===== config.mk =====
export PLATFORM = sky130hd
export DESIGN_NAME = arrival_ordered_queue
export DESIGN_NICKNAME = d
export VERILOG_FILES = /design/src/rtl/core/aoq_pkg.sv /design/src/rtl/core/arrival_ordered_queue.sv /design/src/rtl/core/aoq_cell.sv
export SDC_FILE = /design/constraint.sdc
export NUM_CORES = 2
export LEC_CHECK = 0
export ABC_AREA = 1
export BUFFER_PORTS_ARGS = -buffer_cell sky130_fd_sc_hd__buf_2
export CORE_ASPECT_RATIO = 1.25
export CORE_UTILIZATION = 35
export CTS_CLUSTER_SIZE = 28
export DETAILED_ROUTE_END_ITERATION = 16
export GPL_ROUTABILITY_DRIVEN = 0
export HOLD_SLACK_MARGIN = 0.08
export PLACE_DENSITY = 0.46
export SYNTH_ARGS = -nofsm -noshare
export SYNTH_HDL_FRONTEND = slang
export SYNTH_SLANG_ARGS = --single-unit

===== constraint.sdc =====
create_clock -name i_clk -period 5.9 [get_ports i_clk]
set_input_delay 0.295 -clock i_clk [delete_from_list [all_inputs] [get_ports i_clk]]
set_output_delay 0.295 -clock i_clk [all_outputs]
set_load 0.1 [all_outputs]

===== src/rtl/core/aoq_pkg.sv =====
`default_nettype none

package aoq_pkg;

    localparam int QUEUE_DEPTH = 16;
    localparam int CNT_W       = $clog2(QUEUE_DEPTH + 1);
    localparam int ENTRY_W     = 5;

    typedef enum logic {
        OP_INSERT = 1'b0,
        OP_POP    = 1'b1
    } t_op;

    typedef enum logic [1:0] {
        ST_OK    = 2'd0,
        ST_FULL  = 2'd1,
        ST_EMPTY = 2'd2
    } t_status;

    typedef struct packed {
        logic [7:0]  id;
        logic [15:0] arrival;
        logic [15:0] burst;
        logic [7:0]  prio;
    } t_rec;

    // per-cycle command broadcast to every cell
    typedef struct packed {
        logic ins;
        logic pop;
    } t_cell_ctl;

    // sort order: arrival first, then id
    function automatic logic rec_after(input t_rec a, input t_rec b);
        return {a.arrival, a.id} > {b.arrival, b.id};
    endfunction

endpackage

`default_nettype wire


===== src/rtl/core/arrival_ordered_queue.sv =====
`default_nettype none

// Sorted queue of process records, ordered by arrival time, then id.
// Requests: drive start high with i_operation (insert or pop) and the
// record fields; a request is taken at each rising edge where start is
// high and busy is low. busy stays low, so a request may be issued every
// cycle: throughput is one request per cycle.
// The cycle after a request o_strobe is high for one cycle with the head
// record after the operation, o_is_empty, o_entry_total and o_status
// (ok, insert dropped on full, pop on empty).
// An empty queue shows zeros in the head fields.
// Storage is a chain of QUEUE_DEPTH cells; on insert every cell compares
// its key with the new record at once and the later ones shift back by
// one, on pop all cells shift forward by one.
// Reset (synchronous, active low) empties the queue and clears the
// strobe. The receiver cannot stall; results not captured in their
// strobe cycle are gone.
module arrival_ordered_queue
    import aoq_pkg::*;
(
    input  wire logic                i_clk,
    input  wire logic                i_rst_n,
    input  wire logic                start,
    output logic                     busy,
    input  wire logic                i_operation,
    input  wire logic [7:0]          i_proc_id,
    input  wire logic [15:0]         i_arrival_time,
    input  wire logic [15:0]         i_burst_length,
    input  wire logic [7:0]          i_prio_level,
    output logic                     o_strobe,
    output logic [7:0]               o_head_id,
    output logic [15:0]              o_head_arrival,
    output logic [15:0]              o_head_burst,
    output logic [7:0]               o_head_priority,
    output logic                     o_is_empty,
    output logic [ENTRY_W-1:0]       o_entry_total,
    output logic [1:0]               o_status
);

    t_rec                   w_new;
    t_rec                   w_rec [QUEUE_DEPTH];
    logic [QUEUE_DEPTH-1:0] w_valid;
    logic [QUEUE_DEPTH-1:0] w_gt;
    t_cell_ctl              w_ctl;
    logic                   w_take;
    logic                   w_full;
    logic                   w_empty;

    logic                   r_strobe;
    t_status                r_status, n_status;
    logic [CNT_W-1:0]       r_count, n_count;

    assign busy    = 1'b0;
    assign w_take  = start && !busy;
    assign w_full  = w_valid[QUEUE_DEPTH-1];
    assign w_empty = !w_valid[0];

    assign w_new.id      = i_proc_id;
    assign w_new.arrival = i_arrival_time;
    assign w_new.burst   = i_burst_length;
    assign w_new.prio    = i_prio_level;

    always_comb begin
        w_ctl    = '0;
        n_status = ST_OK;
        n_count  = r_count;
        if (w_take) begin
            unique case (t_op'(i_operation))
                OP_INSERT: begin
                    if (w_full) begin
                        n_status = ST_FULL;
                    end else begin
                        w_ctl.ins = 1'b1;
                        n_count   = r_count + 1'b1;
                    end
                end
                OP_POP: begin
                    if (w_empty) begin
                        n_status = ST_EMPTY;
                    end else begin
                        w_ctl.pop = 1'b1;
                        n_count   = r_count - 1'b1;
                    end
                end
                default: n_status = ST_OK;
            endcase
        end
    end

    genvar gi;
    generate
        for (gi = 0; gi < QUEUE_DEPTH; gi++) begin : g_cell
            t_rec l_prev_rec, l_next_rec;
            logic l_prev_valid, l_prev_gt, l_next_valid;

            if (gi == 0) begin : g_first
                assign l_prev_rec   = w_new;
                assign l_prev_valid = 1'b1;
                assign l_prev_gt    = 1'b0;
            end else begin : g_mid
                assign l_prev_rec   = w_rec[gi-1];
                assign l_prev_valid = w_valid[gi-1];
                assign l_prev_gt    = w_gt[gi-1];
            end

            if (gi == QUEUE_DEPTH - 1) begin : g_last
                assign l_next_rec   = w_new;
                assign l_next_valid = 1'b0;
            end else begin : g_body
                assign l_next_rec   = w_rec[gi+1];
                assign l_next_valid = w_valid[gi+1];
            end

            aoq_cell u_cell (
                .i_clk        (i_clk),
                .i_rst_n      (i_rst_n),
                .i_ctl        (w_ctl),
                .i_new        (w_new),
                .i_prev_rec   (l_prev_rec),
                .i_prev_valid (l_prev_valid),
                .i_prev_gt    (l_prev_gt),
                .i_next_rec   (l_next_rec),
                .i_next_valid (l_next_valid),
                .o_rec        (w_rec[gi]),
                .o_valid      (w_valid[gi]),
                .o_gt         (w_gt[gi])
            );
        end
    endgenerate

    always_ff @(posedge i_clk) begin
        if (!i_rst_n) begin
            r_strobe <= 1'b0;
            r_status <= ST_OK;
            r_count  <= '0;
        end else begin
            r_strobe <= w_take;
            r_status <= n_status;
            r_count  <= n_count;
        end
    end

    assign o_strobe        = r_strobe;
    assign o_is_empty      = w_empty;
    assign o_head_id       = w_empty ? 8'd0  : w_rec[0].id;
    assign o_head_arrival  = w_empty ? 16'd0 : w_rec[0].arrival;
    assign o_head_burst    = w_empty ? 16'd0 : w_rec[0].burst;
    assign o_head_priority = w_empty ? 8'd0  : w_rec[0].prio;
    assign o_entry_total   = ENTRY_W'(r_count);
    assign o_status        = r_status;

    // count tracks the occupied cells
    a_count_match: assert property (@(posedge i_clk) disable iff (!i_rst_n)
        32'(r_count) == $countones(w_valid))
        else $error("record count out of step with occupied cells");

    // occupied cells form a contiguous run from the head
    a_valid_packed: assert property (@(posedge i_clk) disable iff (!i_rst_n)
        (w_valid & (w_valid + 1'b1)) == '0)
        else $error("gap in occupied cells");

    a_strobe: assert property (@(posedge i_clk) disable iff (!i_rst_n)
        w_take |=> o_strobe)
        else $error("request without result strobe");

    a_full_drop: assert property (@(posedge i_clk) disable iff (!i_rst_n)
        (w_take && !i_operation && w_full) |=> (o_status == ST_FULL && $stable(w_valid)))
        else $error("insert on full queue not dropped");

    // sorted order between the first two cells
    a_head_order: assert property (@(posedge i_clk) disable iff (!i_rst_n)
        w_valid[1] |-> !rec_after(w_rec[0], w_rec[1]))
        else $error("head out of order");

endmodule

`default_nettype wire


===== src/rtl/core/aoq_cell.sv =====
`default_nettype none

module aoq_cell
    import aoq_pkg::*;
(
    input  wire logic      i_clk,
    input  wire logic      i_rst_n,
    input  wire t_cell_ctl i_ctl,
    input  wire t_rec      i_new,
    input  wire t_rec      i_prev_rec,
    input  wire logic      i_prev_valid,
    input  wire logic      i_prev_gt,
    input  wire t_rec      i_next_rec,
    input  wire logic      i_next_valid,
    output t_rec           o_rec,
    output logic           o_valid,
    output logic           o_gt
);

    t_rec r_rec, n_rec;
    logic r_valid, n_valid;

    // an empty slot counts as later than any record
    assign o_gt    = !r_valid || rec_after(r_rec, i_new);
    assign o_rec   = r_rec;
    assign o_valid = r_valid;

    always_comb begin
        n_rec   = r_rec;
        n_valid = r_valid;
        if (i_ctl.ins) begin
            if (i_prev_gt) begin
                n_rec = i_prev_rec;
            end else if (o_gt) begin
                n_rec = i_new;
            end
            n_valid = r_valid || i_prev_valid;
        end else if (i_ctl.pop) begin
            n_rec   = i_next_rec;
            n_valid = i_next_valid;
        end
    end

    always_ff @(posedge i_clk) begin
        if (!i_rst_n) begin
            r_valid <= 1'b0;
        end else begin
            r_valid <= n_valid;
        end
    end

    always_ff @(posedge i_clk) begin
        r_rec <= n_rec;
    end

endmodule

`default_nettype wire


==> results.yml <==
final_layout:
  drive_gt1_share_pct: 5.790
  syn_to_final_growth_pct: 9.858
  fillers: 16030
  nets: 7441
  multi_input_area_sq_um: 24230
  regArea_sq_um: 23560
  stdcell_count: 9112
timing:
  setup_viol: 0
  fin_crit_sh_pct: 71.02
  slew_violations: 0
  setup_tns_ns: 0
  clock.fmax_mhz: 238.6
  period_minus_slack_ns: 4.190
  worstMarginPinSlew_ns: 1.120
  skew_ns: 0.01970
  rsz0062_at_grt: "no"
  slew_headroom_pct: 25.35
  hold_viol: 0
global_route:
  grt_pass1_wl_mm: 298.2
  grt_usage_pct: 25.53
  grt_max_degree: 182
  antenna_found_initial: 2
  grt_pass1_vias: 45240
  grt_overflow: 0
logic_synthesis:
  avgSynthCellArea_sq_um: 7.505
  synthFlopType: "edfxtp_1"
  syn_area_sq_um: 53400
  synth.distinct_cells: 36
  synth.net_count: 7531
  yosysSeqAreaShare_pct: 44.09
  synth-async-reset-ratio_pct: 0
  ys_ff_latch: 792
  yosys_warnings: 0
  synth_edf_count: 768
  netlist_instances: 7115
floorplanning:
  die_x_um: 351.4
  core_area_sq_um: 150800
  die_h_um: 438.7
  die_area_sq_um: 154100
  rows: 159
  start_util_pct: 35.41
  ios: 110
worst_setup_path:
  critical_path.max_fanout: 33
  endpoint_kind: "register"
  start_kind: "input port"
  worstPathArrival_ns: 4.62
  criticalPathCategory: "in -> reg"
  crit_required_ns: 6.33
min_path:
  min_path_type: "in -> reg"
cts:
  clock-sinks: 792
  post_cts_buffers: 0
  cts_buffers: 91
  cts_root_buf: "clkbuf_16"
  cts_resized: 0
  htree_levels: 3
  clock_latency_ns: 0.71
  clockBufferDepth: 3
  cts_tree: "done"
  path_clk_slew_ns: 0.06
drt:
  routedWlPerCell_um: 21.84
  drt-total-wl_mm: 199.0
  ant_nets: 0
  num_vias: 47160
  drt_pass1_iterations: 5
  via_per_inst: 5.175
  route.detailed.drc: 0
  drt_iter0_markers: 4738
pwr:
  leakagePower_uw: 0.02940
  ir_drop_mv: 0.2533
  power_density_nw_per_um2: 303.1
placed_design:
  dp_hpwl_mm: 131.3
  port_buffers: 108
  placed_cells: 8893
status:
  run_status: "completed"
flow_run:
  drv_cap: 0
per-layer routing:
| metal | part of all wire [%] | track usage (%) | vias to the layer above |
|---|---|---|---|
| met2 | 43 | 38.39 | 1717 |
| li1 | - | - | 22860 |
| met5 | 0 | 0 | - |
| met3 | 7.3 | 3.734 | 239 |
| met4 | 2.2 | 7.048 | 0 |
| met1 | 47 | 37.75 | 22340 |
state kept, by name, summed over array words and instances, names as in the netlist:
signal                 flops
o_strobe                   1
o_entry_total              5
o_status                   2
g_cell.u_cell.o_rec      768
g_cell.u_cell.o_valid     16
worst paths after layout:
check                                        start                               endpoint  slack [ns]  cells past startpoint
min                                   i_proc_id[0]  g_cell[15].u_cell.o_rec[40]$_DFFE_PP_        0.34                      3
max                              i_arrival_time[7]  g_cell[10].u_cell.o_rec[15]$_DFFE_PP_        1.71                     15
max reg2reg  g_cell[0].u_cell.o_valid$_SDFFE_PN0P_    g_cell[6].u_cell.o_rec[5]$_DFFE_PP_        1.91                      7
min reg2reg          o_entry_total[4]$_SDFFE_PN0P_          o_entry_total[4]$_SDFFE_PN0P_        0.46                      2
cells in the final DEF (no fill, tap or decap), drive strengths merged:
master | Yosys | layout
buf | 275 | 220
a211oi | 7 | 7
diode | 0 | 2
clkbuf | 179 | 124
o21a | 2 | 2
conb | 1 | 1
nand4 | 17 | 17
o22ai | 3 | 3
fa | 1 | 1
o221a | 2 | 2
o41ai | 1 | 1
o21bai | 2 | 2
a21oi | 137 | 137
xor2 | 1 | 1
nor3 | 4 | 4
o32ai | 1 | 1
or2 | 3 | 3
nand3b | 1 | 1
a221oi | 1 | 1
ha | 363 | 363
clkinvlp | 0 | 1
o21ai | 81 | 81
dlygate4sd3 | 0 | 51
edfxtp | 768 | 768
dfxtp | 24 | 24
bufinv | 0 | 6
inv | 918 | 920
nand2 | 2724 | 2724
nand3 | 1427 | 1427
o211ai | 2 | 2
a21o | 28 | 28
nor2 | 142 | 142
clkinv | 0 | 33
kinds of logic after synthesis:
kind of cell | count (synthesis) | synth area share [%]
AND/OR/NAND/NOR | 4318 | 33.91
buffers and inverters | 1372 | 10.69
flip-flops | 792 | 44.09
adder cells (fa/ha/maj) | 364 | 8.543
AO/OA/AOI/OAI | 267 | 2.746
XOR/XNOR | 1 | 0.01641
other | 1 | 0.007023
power breakdown:
| part | switching (uW) | internal, uW | leakage, uW |
|---|---|---|---|
| sequential | 607 | 7140 | 0.00768 |
| combinational | 3080 | 1220 | 0.0203 |
| clock | 2520 | 3210 | 0.00140 |
cell usage after synthesis, types with 2 or more instances:
cell type,n,area share (%)
buf_1,36,0.25
o21ai_0,79,0.74
a21o_1,28,0.39
o21a_1,2,0.028
o211ai_1,2,0.028
inv_2,6,0.042
inv_1,912,6.4
nand3_1,1427,13
nor2_1,142,1.0
o21bai_1,2,0.028
o221a_2,2,0.042
a21oi_1,137,1.3
buf_2,168,1.6
clkbuf_1,179,1.3
nor3_4,2,0.061
a211oi_1,7,0.098
nor3_1,2,0.019
dfxtp_1,24,0.90
or2_2,2,0.023
o21ai_1,2,0.019
buf_6,21,0.44
nand4_1,17,0.20
o22ai_1,3,0.035
nand2_1,2711,19
nand2_2,13,0.15
buf_4,50,0.70
edfxtp_1,768,43
ha_1,363,8.5
timing repair:
item                                   4_1_cts  5_1_grt
setup endpoints to repair                    0        0
hold buffers                                51        0
endpoints found under the hold margin      108        0
final cells by class:
| cell class | instances | share of cell area (%) |
|---|---|---|
| Multi-Input combinational cell | 4951 | 41.31 |
| Sequential cell | 792 | 40.17 |
| Inverter | 918 | 5.887 |
| Tap cell | 2012 | 4.292 |
| Clock buffer | 124 | 4.234 |
| Timing Repair Buffer | 271 | 3.438 |
| Clock inverter | 42 | 0.6612 |
| Antenna cell | 2 | 0.008532 |
through the flow:
step | setup WS [ns] | area, sq um | hold WS (ns) | total power [uW] | util (%)
detailed placement | 1.605 | 55270 | 0.4555 | 12100 | 36.65
CTS | 1.802 | 58660 | 0.2791 | 17880 | 38.90
floorplan | 1.203 | 53400 | 0.4243 | 10520 | -
global route | 1.508 | 58660 | 0.3703 | 18670 | 38.90
global placement | 1.539 | 55270 | 0.4659 | 12050 | 36.65
finish | 1.710 | 58660 | 0.3429 | 17780 | 38.90
worst max-delay path: stages:
cell and delay [ns]:
dlygate4sd3_1 0.55, buf_2 0.15, inv_1 0.62, buf_4 0.32, ha_1 0.17, nand2_1 0.09
nor2_1 0.15, nand4_1 0.21, nor2_1 0.24, nand3_1 0.15, nand2_2 0.13, nand2_2 0.05
o21ai_0 0.54, nand2_2 0.53, buf_12 0.37
Power figures use the tool's default switching activity.
